**src/design/rmcs_pkg.sv**
```systemverilog
// Package: sizes, codes and state types for the rate-monotonic scheduler
`timescale 1ns / 1ps
package rmcs_pkg;
    localparam int NUM_TASKS = 16;
    localparam int CPU_COUNT = 4;
    localparam int TASK_W    = $clog2(NUM_TASKS);
    localparam int CPU_W     = (CPU_COUNT > 1) ? $clog2(CPU_COUNT) : 1;
    localparam int CNT_W     = TASK_W + 1;
    localparam int TIME_W    = 16;

    localparam logic CMD_LOAD = 1'b0;
    localparam logic CMD_TICK = 1'b1;

    typedef enum logic [1:0] {
        ST_EMPTY = 2'd0,
        ST_READY = 2'd1,
        ST_RUN   = 2'd2,
        ST_DONE  = 2'd3
    } status_t;

    typedef enum logic [2:0] {
        S_IDLE,
        S_DROP,
        S_SCAN,
        S_PLACE,
        S_EXEC,
        S_SUM,
        S_OUT
    } state_t;
endpackage

```
**src/design/rmcs_req_if.sv**
```systemverilog
// Interfaces: request, result and configuration channels
`timescale 1ns / 1ps
interface rmcs_req_if import rmcs_pkg::*; ();
    logic              valid;
    logic              ready;
    logic              command;
    logic [TASK_W-1:0] task_index;
    logic [TIME_W-1:0] arrive_tick;
    logic [TIME_W-1:0] burst_length;
    logic [TIME_W-1:0] task_period;
    modport source (output valid, command, task_index, arrive_tick, burst_length,
                    task_period, input ready);
    modport sink (input valid, command, task_index, arrive_tick, burst_length,
                  task_period, output ready);
endinterface

interface rmcs_rsp_if import rmcs_pkg::*; ();
    logic              valid;
    logic              ready;
    logic [CPU_W-1:0]  cpu_index;
    logic              cpu_busy;
    logic [TASK_W-1:0] running_task;
    logic              task_done;
    logic [TIME_W-1:0] tick_time;
    logic              all_done;
    logic              last_result;
    modport source (output valid, cpu_index, cpu_busy, running_task, task_done, tick_time,
                    all_done, last_result, input ready);
    modport sink (input valid, cpu_index, cpu_busy, running_task, task_done, tick_time,
                  all_done, last_result, output ready);
endinterface

interface rmcs_cfg_if import rmcs_pkg::*; ();
    logic             valid;
    logic             ready;
    logic [CNT_W-1:0] data;
    modport source (output valid, data, input ready);
    modport sink (input valid, data, output ready);
endinterface

```
**src/design/rate_monotonic_multicpu_scheduler.sv**
```systemverilog
// Top level: multi-CPU rate-monotonic scheduler with a sequenced task-table scan
`timescale 1ns / 1ps
//  channel | dir | handshake   | payload
//  req     | in  | valid/ready | command, task_index, arrive_tick, burst_length, task_period
//  rsp     | out | valid/ready | cpu_index, cpu_busy, running_task, task_done, tick_time,
//          |     |             | all_done, last_result
//  cfg     | in  | valid/ready | data = task_count
//
//  A load is applied in the idle state. A tick runs a drop step, up to CPU_COUNT+1 selection
//  passes (each a scan of all NUM_TASKS table entries, then a place step), an execute step
//  per CPU, a summary step and one result per CPU; the table scan examines one entry per
//  cycle. req is ready only when idle; results hold under stall.
//  Reset clears time, task_count and all CPU assignments; the task table is not cleared.
module rate_monotonic_multicpu_scheduler import rmcs_pkg::*;
(
    input  logic        clk,
    input  logic        rst_n,
    rmcs_req_if.sink    req,
    rmcs_rsp_if.source  rsp,
    rmcs_cfg_if.sink    cfg
);
    state_t state_reg, state_next;

    status_t           status_reg  [NUM_TASKS];
    logic [TIME_W-1:0] arrival_reg [NUM_TASKS];
    logic [TIME_W-1:0] period_reg  [NUM_TASKS];
    logic [TIME_W-1:0] remain_reg  [NUM_TASKS];

    logic              cpu_valid_reg [CPU_COUNT];
    logic [TASK_W-1:0] cpu_task_reg  [CPU_COUNT];
    logic [TIME_W-1:0] cpu_per_reg   [CPU_COUNT];
    logic              ran_reg       [CPU_COUNT];
    logic [TASK_W-1:0] ran_task_reg  [CPU_COUNT];
    logic              done_reg      [CPU_COUNT];

    logic [TIME_W-1:0] time_reg;
    logic [CNT_W-1:0]  count_reg;
    logic [TASK_W-1:0] scan_idx_reg;
    logic [CPU_W-1:0]  cpu_cnt_reg;
    logic              found_reg;
    logic [TASK_W-1:0] best_idx_reg;
    logic [TIME_W-1:0] best_per_reg;
    logic              all_done_reg;

    logic [CNT_W-1:0]  used_n;
    logic              scan_elig;
    logic              scan_better;
    logic              scan_last;
    logic              cpu_last;
    logic              idle_found;
    logic [CPU_W-1:0]  idle_cpu;
    logic [CPU_W-1:0]  max_cpu;
    logic [TIME_W-1:0] max_per;
    logic              place_ok;
    logic [TASK_W-1:0] exec_task;
    logic [TIME_W-1:0] exec_rem;
    logic              all_comb;
    logic              req_fire;
    logic              rsp_fire;

    assign used_n    = (count_reg > CNT_W'(NUM_TASKS)) ? CNT_W'(NUM_TASKS) : count_reg;
    assign scan_elig = ({1'b0, scan_idx_reg} < used_n) && (status_reg[scan_idx_reg] == ST_READY)
                       && (arrival_reg[scan_idx_reg] <= time_reg);
    // strict compare keeps the lower index on equal periods
    assign scan_better = scan_elig && (!found_reg || period_reg[scan_idx_reg] < best_per_reg);
    assign scan_last   = (scan_idx_reg == TASK_W'(NUM_TASKS - 1));
    assign cpu_last    = (cpu_cnt_reg == CPU_W'(CPU_COUNT - 1));
    assign exec_task   = cpu_task_reg[cpu_cnt_reg];
    assign exec_rem    = remain_reg[exec_task];
    assign req_fire    = req.valid && req.ready;
    assign rsp_fire    = rsp.valid && rsp.ready;

    // first idle CPU, else the longest-period CPU (lowest on ties)
    always_comb
    begin
        idle_found = 1'b0;
        idle_cpu   = '0;
        max_cpu    = '0;
        max_per    = cpu_per_reg[0];
        for (int c = 0; c < CPU_COUNT; c++)
        begin
            if (!idle_found && !cpu_valid_reg[c])
            begin
                idle_found = 1'b1;
                idle_cpu   = CPU_W'(c);
            end
            if (cpu_per_reg[c] > max_per)
            begin
                max_per = cpu_per_reg[c];
                max_cpu = CPU_W'(c);
            end
        end
    end

    assign place_ok = found_reg && (idle_found || best_per_reg < max_per);

    always_comb
    begin
        all_comb = 1'b1;
        for (int p = 0; p < NUM_TASKS; p++)
        begin
            if ((CNT_W'(p) < used_n) && (status_reg[p] != ST_DONE))
            begin
                all_comb = 1'b0;
            end
        end
    end

    // next state
    always_comb
    begin
        state_next = state_reg;
        case (state_reg)
            S_IDLE:
            begin
                if (req_fire && req.command == CMD_TICK)
                begin
                    state_next = S_DROP;
                end
            end
            S_DROP:  state_next = S_SCAN;
            S_SCAN:
            begin
                if (scan_last)
                begin
                    state_next = S_PLACE;
                end
            end
            S_PLACE: state_next = place_ok ? S_SCAN : S_EXEC;
            S_EXEC:
            begin
                if (cpu_last)
                begin
                    state_next = S_SUM;
                end
            end
            S_SUM:   state_next = S_OUT;
            S_OUT:
            begin
                if (rsp_fire && cpu_last)
                begin
                    state_next = S_IDLE;
                end
            end
            default: state_next = S_IDLE;
        endcase
    end

    // handshake outputs
    always_comb
    begin
        req.ready = 1'b0;
        rsp.valid = 1'b0;
        case (state_reg)
            S_IDLE:  req.ready = 1'b1;
            S_OUT:   rsp.valid = 1'b1;
            default:
            begin
                req.ready = 1'b0;
                rsp.valid = 1'b0;
            end
        endcase
    end

    assign cfg.ready        = 1'b1;
    assign rsp.cpu_index    = cpu_cnt_reg;
    assign rsp.cpu_busy     = ran_reg[cpu_cnt_reg];
    assign rsp.running_task = ran_task_reg[cpu_cnt_reg];
    assign rsp.task_done    = done_reg[cpu_cnt_reg];
    assign rsp.tick_time    = time_reg;
    assign rsp.all_done     = all_done_reg;
    assign rsp.last_result  = cpu_last;

    // control state
    always_ff @(posedge clk or negedge rst_n)
    begin
        if (!rst_n)
        begin
            state_reg   <= S_IDLE;
            time_reg    <= '0;
            count_reg   <= '0;
            scan_idx_reg <= '0;
            cpu_cnt_reg <= '0;
            found_reg   <= 1'b0;
            for (int c = 0; c < CPU_COUNT; c++)
            begin
                cpu_valid_reg[c] <= 1'b0;
            end
        end
        else
        begin
            state_reg <= state_next;
            if (cfg.valid && cfg.ready)
            begin
                count_reg <= cfg.data;
            end
            case (state_reg)
                S_IDLE:
                begin
                    scan_idx_reg <= '0;
                    found_reg    <= 1'b0;
                    cpu_cnt_reg  <= '0;
                    if (req_fire && req.command == CMD_LOAD)
                    begin
                        for (int c = 0; c < CPU_COUNT; c++)
                        begin
                            if (cpu_valid_reg[c] && cpu_task_reg[c] == req.task_index)
                            begin
                                cpu_valid_reg[c] <= 1'b0;
                            end
                        end
                    end
                end
                S_DROP:
                begin
                    for (int c = 0; c < CPU_COUNT; c++)
                    begin
                        if (cpu_valid_reg[c] && ({1'b0, cpu_task_reg[c]} >= used_n))
                        begin
                            cpu_valid_reg[c] <= 1'b0;
                        end
                    end
                end
                S_SCAN:
                begin
                    scan_idx_reg <= scan_idx_reg + 1'b1;
                    if (scan_better)
                    begin
                        found_reg <= 1'b1;
                    end
                end
                S_PLACE:
                begin
                    found_reg    <= 1'b0;
                    scan_idx_reg <= '0;
                    cpu_cnt_reg  <= '0;
                    if (place_ok)
                    begin
                        cpu_valid_reg[idle_found ? idle_cpu : max_cpu] <= 1'b1;
                    end
                end
                S_EXEC:
                begin
                    cpu_cnt_reg <= cpu_cnt_reg + 1'b1;
                    if (cpu_valid_reg[cpu_cnt_reg] && exec_rem <= TIME_W'(1))
                    begin
                        cpu_valid_reg[cpu_cnt_reg] <= 1'b0;
                    end
                end
                S_SUM:   cpu_cnt_reg <= '0;
                S_OUT:
                begin
                    if (rsp_fire)
                    begin
                        cpu_cnt_reg <= cpu_cnt_reg + 1'b1;
                        if (cpu_last && time_reg != {TIME_W{1'b1}})
                        begin
                            time_reg <= time_reg + 1'b1;
                        end
                    end
                end
                default: cpu_cnt_reg <= '0;
            endcase
        end
    end

    // task table and per-CPU payload
    always_ff @(posedge clk)
    begin
        case (state_reg)
            S_IDLE:
            begin
                if (req_fire && req.command == CMD_LOAD)
                begin
                    arrival_reg[req.task_index] <= req.arrive_tick;
                    remain_reg[req.task_index]  <= req.burst_length;
                    period_reg[req.task_index]  <= req.task_period;
                    status_reg[req.task_index]  <= ST_READY;
                end
            end
            S_DROP:
            begin
                for (int c = 0; c < CPU_COUNT; c++)
                begin
                    if (cpu_valid_reg[c] && ({1'b0, cpu_task_reg[c]} >= used_n))
                    begin
                        status_reg[cpu_task_reg[c]] <= ST_READY;
                    end
                end
            end
            S_SCAN:
            begin
                if (scan_better)
                begin
                    best_idx_reg <= scan_idx_reg;
                    best_per_reg <= period_reg[scan_idx_reg];
                end
            end
            S_PLACE:
            begin
                if (place_ok)
                begin
                    // a preempted task goes back to ready
                    if (!idle_found)
                    begin
                        status_reg[cpu_task_reg[max_cpu]] <= ST_READY;
                    end
                    status_reg[best_idx_reg] <= ST_RUN;
                    cpu_task_reg[idle_found ? idle_cpu : max_cpu] <= best_idx_reg;
                    cpu_per_reg[idle_found ? idle_cpu : max_cpu]  <= best_per_reg;
                end
            end
            S_EXEC:
            begin
                ran_reg[cpu_cnt_reg]      <= cpu_valid_reg[cpu_cnt_reg];
                ran_task_reg[cpu_cnt_reg] <= cpu_valid_reg[cpu_cnt_reg] ? exec_task : '0;
                done_reg[cpu_cnt_reg]     <= cpu_valid_reg[cpu_cnt_reg]
                                             && (exec_rem <= TIME_W'(1));
                if (cpu_valid_reg[cpu_cnt_reg])
                begin
                    if (exec_rem <= TIME_W'(1))
                    begin
                        remain_reg[exec_task] <= '0;
                        status_reg[exec_task] <= ST_DONE;
                    end
                    else
                    begin
                        remain_reg[exec_task] <= exec_rem - 1'b1;
                    end
                end
            end
            S_SUM:   all_done_reg <= all_comb;
            default: all_done_reg <= all_done_reg;
        endcase
    end

    assert property (@(posedge clk) disable iff (!rst_n)
        (rsp.valid && rsp.ready && rsp.last_result) |=> req.ready)
        else $error("scheduler not idle after last result");

    assert property (@(posedge clk) disable iff (!rst_n)
        (req.valid && req.ready && req.command == CMD_TICK) |=> !req.ready && !rsp.valid)
        else $error("tick did not start processing");

    assert property (@(posedge clk) disable iff (!rst_n)
        (rsp.valid && !rsp.cpu_busy) |-> (rsp.running_task == '0 && !rsp.task_done))
        else $error("idle CPU result carries a task");
endmodule

```
**src/flat_wrapper.sv**
```systemverilog
// flat-port wrapper written by rule: the top's interface ports become plain ports
module rate_monotonic_multicpu_scheduler_flat import rmcs_pkg::*;
  (clk, rst_n, req_valid, req_command, req_task_index, req_arrive_tick, req_burst_length, req_task_period, req_ready, rsp_valid, rsp_cpu_index, rsp_cpu_busy, rsp_running_task, rsp_task_done, rsp_tick_time, rsp_all_done, rsp_last_result, rsp_ready, cfg_valid, cfg_data, cfg_ready);
  rmcs_req_if req_i ();
  rmcs_rsp_if rsp_i ();
  rmcs_cfg_if cfg_i ();
  input  logic clk;
  input  logic rst_n;
  input wire logic [$bits(req_i.valid)-1:0] req_valid;
  input wire logic [$bits(req_i.command)-1:0] req_command;
  input wire logic [$bits(req_i.task_index)-1:0] req_task_index;
  input wire logic [$bits(req_i.arrive_tick)-1:0] req_arrive_tick;
  input wire logic [$bits(req_i.burst_length)-1:0] req_burst_length;
  input wire logic [$bits(req_i.task_period)-1:0] req_task_period;
  output wire logic [$bits(req_i.ready)-1:0] req_ready;
  output wire logic [$bits(rsp_i.valid)-1:0] rsp_valid;
  output wire logic [$bits(rsp_i.cpu_index)-1:0] rsp_cpu_index;
  output wire logic [$bits(rsp_i.cpu_busy)-1:0] rsp_cpu_busy;
  output wire logic [$bits(rsp_i.running_task)-1:0] rsp_running_task;
  output wire logic [$bits(rsp_i.task_done)-1:0] rsp_task_done;
  output wire logic [$bits(rsp_i.tick_time)-1:0] rsp_tick_time;
  output wire logic [$bits(rsp_i.all_done)-1:0] rsp_all_done;
  output wire logic [$bits(rsp_i.last_result)-1:0] rsp_last_result;
  input wire logic [$bits(rsp_i.ready)-1:0] rsp_ready;
  input wire logic [$bits(cfg_i.valid)-1:0] cfg_valid;
  input wire logic [$bits(cfg_i.data)-1:0] cfg_data;
  output wire logic [$bits(cfg_i.ready)-1:0] cfg_ready;
  assign req_i.valid = req_valid;
  assign req_i.command = req_command;
  assign req_i.task_index = req_task_index;
  assign req_i.arrive_tick = req_arrive_tick;
  assign req_i.burst_length = req_burst_length;
  assign req_i.task_period = req_task_period;
  assign req_ready = req_i.ready;
  assign rsp_valid = rsp_i.valid;
  assign rsp_cpu_index = rsp_i.cpu_index;
  assign rsp_cpu_busy = rsp_i.cpu_busy;
  assign rsp_running_task = rsp_i.running_task;
  assign rsp_task_done = rsp_i.task_done;
  assign rsp_tick_time = rsp_i.tick_time;
  assign rsp_all_done = rsp_i.all_done;
  assign rsp_last_result = rsp_i.last_result;
  assign rsp_i.ready = rsp_ready;
  assign cfg_i.valid = cfg_valid;
  assign cfg_i.data = cfg_data;
  assign cfg_ready = cfg_i.ready;
  rate_monotonic_multicpu_scheduler u_core (.clk(clk), .rst_n(rst_n), .req(req_i), .rsp(rsp_i), .cfg(cfg_i));
endmodule
```
**config.mk**
```make
export PLATFORM = sky130hd
export DESIGN_NAME = rate_monotonic_multicpu_scheduler_flat
export DESIGN_NICKNAME = d
export VERILOG_FILES = /design/src/design/rmcs_pkg.sv /design/src/design/rmcs_req_if.sv /design/src/design/rate_monotonic_multicpu_scheduler.sv /design/src/flat_wrapper.sv
export SDC_FILE = /design/constraint.sdc
export NUM_CORES = 1
export LEC_CHECK = 0
export CORE_MARGIN = 8
export CORE_UTILIZATION = 60
export CTS_CLUSTER_SIZE = 25
export DETAILED_ROUTE_END_ITERATION = 6
export DONT_BUFFER_PORTS = 1
export GPL_TIMING_DRIVEN = 0
export PLACE_DENSITY = 0.76
export SYNTH_ARGS = -nofsm -noshare
export SYNTH_HDL_FRONTEND = slang
export SYNTH_SLANG_ARGS = --single-unit
```
**constraint.sdc**
```tcl
create_clock -name clk -period 14.85 [get_ports clk]
set_input_delay 2.2275 -clock clk [delete_from_list [all_inputs] [get_ports clk]]
set_output_delay 2.2275 -clock clk [all_outputs]
set_load 0.02 [all_outputs]
```
==> results.md, run 1 <==
- Leakage: ~16 nW
- Instance count of the mapped netlist: about 2600
- GRT Total Usage: 0.275
- Endpoints failing hold: 0
- # port buffers: 0
- Slew HR: 0.124
- Ratio of cells with drive above 1 in the final layout: 0.169
- Fin Hold WS: 488 ps
- Most common cell on crit path: clkbuf_1
- Distinct cells, synth: between 80 and 90
- Post-synth top area share: 0.639
- Slowest cell on crit path: o311ai_1
- Crit share post-route: 0.888
- Post-DP HPWL: slightly above 70 mm
- Status: finished with violations
- Synthesized area: 42000 um2
- Top FF cell, synth: edfxtp_1
- Slew Limit Fails: 0
- Crit path buffers/inverters: 6
- Worst hold path class: register to register
- Die Footprint: 78700 um2
- Fill count: 4639
- Syn_area_per_cell: 16.2 um2
- Placed insts: between 3000 and 4000
- Seq/Total Area, Yosys: 0.675
- Post-DP Area: 44000 um2
- CTS tree: yes
- CTS hold repair buffers: 0
- Max_cap viols: 0
- CP peak stage delay: around 980 ps
- Nets@finish: just under 3000
- Cell area after layout: 47200 um2
- GRT Max-Usage Layer: met2
- Drt wl/cell: 29.0 um
- Max Clk Rate: roughly 0.076 GHz
- Global route overflow: 0
- Post-synth net total: 2771
- Synth async-reset ratio: 0.0365
- CTS Buf Count: 93
- Most instantiated cells after synthesis: edfxtp_1 (893), mux4_2 (187), nand2_1 (160), ha_1 (120), nor2_1 (115)
- Synth-to-layout area growth: 12.4%
- GP Congestion: 0.950
- Final min period: 13190 ps
- Final setup viols: 0
- Ranking of synthesized cells by area: edfxtp_1 (64%), mux4_2 (10%), ha_1 (3.6%)
- ANT cells: 0
- Dominant cell by count in the synthesized netlist: edfxtp_1
- Initial DRC Count: 2848
- PD cells: 159 nW/um2
- Initial antenna violation count: 4
- Worst-margin pin slew: 1310 ps
- Clock Path Buffers: 3
- Worst clock skew: 49.8 ps
- Vias in the first global route: ~25000
- Core Rows: 97
- ANT nets after route: 0
- Grt met1 use: 0.368
- Yosys warnings: 0
- Worst-path clk slew: 70 ps
- Final WL: 109 mm
- Vias: 24817
- Largest net degree at the start of global routing: 36
- Die Wd: 281 um
- Number of vias per cell: 6.62
- Crit Path Category: register to register
- Grt met3 use: 0.0573
- Top-level I/O count: 92
- H-tree levels: 3
- Met2 Use GR: 0.454
- Total power: roughly 0.0075 W
- Max IR drop VDD: 107 uV
- # DRC: 1
- Non-Filler Instances: approximately 3700
- Cts repair resizes: 0
- # clock sinks: 960
- Data arrival, critical path: 13710 ps
- Pre-antenna DRT Iters: 7
- Post-CTS Setup Bufs: 0
- Clk_lat worst skew: 680 ps
- Crit Path Max Fanout: 10
- Critical Path Start Type: register
- Failing checks: DRC
- First-pass GRT wire length: 160 mm
- Root Buffer: clkbuf_16
- CP delay by family, top: compound AO/OA/AOI/OAI gates
- Yosys top cell by area: edfxtp_1
- Die Y: around 280 um
- Number of flops mapped to enable cells by yosys: 893
- Initial Util: 0.603
- Req. time, crit path: roughly 15000 ps
- CP Capture Type: register
- Setup TNS: 0 ps
- Area of the core: between 60000 and 70000 um2
- Post-synthesis register bit count: 960
- RSZ-0062 raised after global routing: false
-- worst register-to-register path: cells and delay by family, from the launching register on --
family          cells  cell delay [ps]
flops               1              390
fa+ha+maj           4             1170
compound gates     20             6210
buf+inv             6             2530
simple gates       12             2520
mux                 1              210
-- cells by family (layout without fill, tap and decap cells) --
kind of cell,Yosys count,in the layout,synth area share
buf+inv,211,429,0.0213
flops,960,960,0.675
fa+ha+maj,120,120,0.0358
compound gates,426,426,0.0684
other cells,1,1,0.0000893
xor+xnor,45,45,0.00939
mux,314,314,0.131
simple gates,511,511,0.0590
-- per-layer routing --
layer	vias to the layer above	part of all wire	wire, um
met5	-	0.000083	9
met4	2	0.032	3440
met3	252	0.091	9840
met2	1370	0.49	52800
met1	12634	0.39	42500
li1	10559	-	-
-- through the flow --
step / utilization / worst slack, ps
2_1_floorplan: - / 4620
3_3_place_gp: 0.620 / 1240
3_5_place_dp: 0.632 / 1800
4_1_cts: 0.677 / 1730
5_1_grt: 0.677 / 636
6_report: 0.677 / 1660
-- power breakdown --
part	internal, W	switching [W]	total, W
registers	0.00311	0.0000882	0.00320
clock network	0.00136	0.00104	0.00240
logic	0.000787	0.00113	0.00191
-- cell type report --
cell class	instances	area, um2	share of cell area
clock buffers	113	2400	0.0509
multi-input cells	1417	13000	0.275
clock inverters	61	717	0.0152
repair buffers	44	674	0.0143
flip-flops and latches	960	28300	0.601
well taps	940	1180	0.0249
inverters	93	349	0.00740
plain buffers	118	547	0.0116
-- cells in the final DEF (no fill, tap or decap), drive strengths merged, types with 20 or more instances in the layout --
cell type,n
edfxtp,893
clkbuf,189
mux4,187
nand2,160
ha,120
nor2,116
mux2i,108
inv,95
buf,86
o21ai,85
a21oi,81
nand3,44
clkinv,43
xnor2,35
dfrtp,35
o22ai,34
nand2b,33
dfxtp,32
nor3,30
nor2b,29
o21a,28
a22oi,23
a31oi,23
a21o,21
and2,20
-- path summary, 6_finish.rpt --
path                                                      from                                    end  slack, ps  depth (start not counted)
max                        u_core.cpu_per_reg[1][15]$_DFFE_PP_  u_core.status_reg[12][0]$_SDFFE_PP1P_       1660                         43
min                         u_core.scan_idx_reg[0]$_DFFE_PN0P_       u_core.best_idx_reg[0]$_DFFE_PP_        490                          0
max reg2reg                u_core.cpu_per_reg[1][15]$_DFFE_PP_  u_core.status_reg[12][0]$_SDFFE_PP1P_       1660                         43
min reg2reg                 u_core.scan_idx_reg[0]$_DFFE_PN0P_       u_core.best_idx_reg[0]$_DFFE_PP_        490                          0
max in group asynchronous                                rst_n   u_core.rsp.tick_time[12]$_DFFE_PN0P_      13460                          0
min in group asynchronous                                rst_n        u_core.count_reg[4]$_DFFE_PN0P_       1260                          0
No activity file was read; power rests on OpenSTA's default activity.
==> run 2: changes to the inputs <==
--- a/config.mk
+++ b/config.mk
@@ -5,13 +5,13 @@
 export SDC_FILE = /design/constraint.sdc
 export NUM_CORES = 1
 export LEC_CHECK = 0
+export BUFFER_PORTS_ARGS = -buffer_cell sky130_fd_sc_hd__buf_4
 export CORE_MARGIN = 8
 export CORE_UTILIZATION = 60
 export CTS_CLUSTER_SIZE = 25
 export DETAILED_ROUTE_END_ITERATION = 6
-export DONT_BUFFER_PORTS = 1
 export GPL_TIMING_DRIVEN = 0
-export PLACE_DENSITY = 0.76
+export PLACE_DENSITY = 0.77
 export SYNTH_ARGS = -nofsm -noshare
 export SYNTH_HDL_FRONTEND = slang
 export SYNTH_SLANG_ARGS = --single-unit
==> run 2 against run 1 <==
Net effect: the run still ends with DRC left; routed wire length increased by 2.0%; critical path depth increased by 1; register-to-register slack improved by 160 ps; sequential share of layout area decreased by 0.82 points; clock power about the same.
==> results.md, run 2 (synthesis results as in run 1) <==
- Footprint of the multi-input gates: 13000 um2 (about the same)
- CTS hold repair buffers: 0 (unchanged)
- CP Capture Type: register
- Leakage: 16.2 nW (+2.8%)
- Slowest cell on crit path: o311ai_1
- Max Clk Rate: 0.0767 GHz (+1.2%)
- Final setup viols: 0 (unchanged)
- Nets@finish: 2997 (+3.0%)
- Failing checks: DRC
- Drt wl/cell: 28.9 um (-0.39%)
- Top-level I/O count: 92 (unchanged)
- CTS tree: yes
- Area of the core: 69700 um2 (unchanged)
- Status: finished with violations
- Die Footprint: 78700 um2 (unchanged)
- CTS Buf Count: 94 (+1.1%)
- Post-CTS Setup Bufs: 0 (unchanged)
- Vias: 25441 (+2.5%)
- Initial DRC Count: 3089 (+8.5%)
- Max_cap viols: 0 (unchanged)
- H-tree levels: 3 (unchanged)
- Fin Hold WS: 484 ps (-3.60 ps)
- Number of vias per cell: 6.63 (+0.14%)
- Core Rows: 97 (unchanged)
- # port buffers: 88 (+88)
- Data arrival, critical path: 13590 ps (-120 ps)
- Worst slack at placement: 1970 ps (+172 ps)
- Initial antenna violation count: 2 (-2)
- Die Wd: 281 um (unchanged)
- Synth-to-layout area growth: 13.9%
- # clock sinks: 960 (unchanged)
- ANT nets after route: 0 (unchanged)
- Endpoints failing hold: 0 (unchanged)
- Clk_lat worst skew: 680 ps (about the same)
- Setup TNS: 0 ps (unchanged)
- Clock Path Buffers: 3 (unchanged)
- Setup slack after layout: 1820 ps (+156 ps)
- CP delay by family, top: compound AO/OA/AOI/OAI gates
- Root Buffer: clkbuf_16
- Worst-path clk slew: 60 ps (about the same)
- Final min period: 13030 ps (-156 ps)
- Ratio of cells with drive above 1 in the final layout: 0.194 (+0.0253)
- Worst hold path class: register to register
- Total power: 0.00755 W (+0.36%)
- GRT Total Usage: 0.280 (+0.00531)
- Crit Path Max Fanout: 10 (unchanged)
- Most common cell on crit path: clkbuf_1
- Area occupied by registers: 28300 um2 (unchanged)
- Crit path buffers/inverters: 6 (unchanged)
- Crit share post-route: 0.878 (-0.0105)
- Worst clock skew: 46.0 ps (-3.74 ps)
- Vias in the first global route: 26111 (+3.9%)
- Die Y: 281 um (unchanged)
- Pre-antenna DRT Iters: 7 (unchanged)
- Initial Util: 0.603 (unchanged)
- RSZ-0062 raised after global routing: false
- CP peak stage delay: 960 ps (-20 ps)
- Global route overflow: 0 (unchanged)
- Slew Limit Fails: 0 (unchanged)
- Largest net degree at the start of global routing: 36 (unchanged)
- PD cells: 158 nW/um2 (-1.0%)
- Most frequent cells in the layout: edfxtp_1 (893), mux4_2 (187), nand2_1 (160)
- Post-DP HPWL: 73.7 mm (+1.8%)
- Worst-margin pin slew: 1350 ps (+38.6 ps)
- # DRC: 1 (unchanged)
- Fill count: 4518 (-2.6%)
- Critical Path Start Type: register
- Max IR drop VDD: 119 uV (+11%)
- Req. time, crit path: 15410 ps (+40 ps)
- Crit Path Category: register to register
- First-pass GRT wire length: 164 mm (+2.3%)
- Final WL: 111 mm (+2.0%)
- GP Congestion: 0.924 (-2.7%)
- Cts repair resizes: 0 (unchanged)
- Leading cell type in the layout, fill and taps excluded: edfxtp_1
- Slew HR: 0.0945 (-0.0300)
-- run 2: cell types whose count changed in the layout (fill, tap and decap cells not counted), sizes merged --
cell      before  now
buf           86  172
bufinv        11    8
clkbuf       189  190
clkinv        43   51
clkinvlp       5    2
diode          0    1
inv           95   94
-- run 2: routing by layer --
layer,vias to the layer above,part of all wire,GRT usage
met4,0,0.040,0.114
met5,-,0,0
met1,12904,0.39,0.373
met2,1520,0.49,0.460
met3,290,0.088,0.0493
li1,10727,-,-
-- run 2: power by group --
| group | switching [W] | internal [W] | leakage [nW] |
|---|---|---|---|
| Combinational | 0.00117 | 0.000816 | 5.93 |
| Sequential | 0.0000778 | 0.00311 | 8.75 |
| Clock | 0.00104 | 0.00133 | 1.51 |
-- run 2: worst min-delay path: cells and delay by family (launching register included) --
kind            cells  cell delay [ps]
compound gates      1               60
flops               1              310
buf+inv             1               70
-- run 2: final cells by class --
type / instances / area share
clock buffer: 114 / 0.0514
clock inverter: 62 / 0.0134
antenna: 1 / 0.0000523
timing repair buffer: 130 / 0.0283
multi-input combinational: 1417 / 0.271
tap: 940 / 0.0246
buffer: 118 / 0.0114
sequential: 960 / 0.592
inverter: 93 / 0.00730
-- run 2: final timing paths --
check,to,slack [ps],cells after the start,start
max in group asynchronous,u_core.rsp.tick_time[12]$_DFFE_PN0P_,12890,1,rst_n
hold reg to reg,u_core.status_reg[5][0]$_SDFFE_PP1P_,480,2,u_core.status_reg[5][0]$_SDFFE_PP1P_
min in group asynchronous,u_core.count_reg[4]$_DFFE_PN0P_,1570,1,rst_n
setup reg to reg,u_core.status_reg[14][0]$_SDFFE_PP1P_,1820,44,u_core.cpu_per_reg[1][13]$_DFFE_PP_
hold / removal,u_core.status_reg[5][0]$_SDFFE_PP1P_,480,2,u_core.status_reg[5][0]$_SDFFE_PP1P_
setup / recovery,u_core.status_reg[14][0]$_SDFFE_PP1P_,1820,44,u_core.cpu_per_reg[1][13]$_DFFE_PP_
-- run 2: stage by stage --
| stage | cell area (um2) | util | instances |
|---|---|---|---|
| 3_5_place_dp | 44700 | 0.642 | 3658 |
| 3_3_place_gp | 43800 | 0.629 | 3616 |
| 6_report | 47800 | 0.687 | 3835 |
| 4_1_cts | 47800 | 0.686 | 3834 |
| 5_1_grt | 47800 | 0.687 | 3834 |
| 2_1_floorplan | 42000 | - | 2588 |
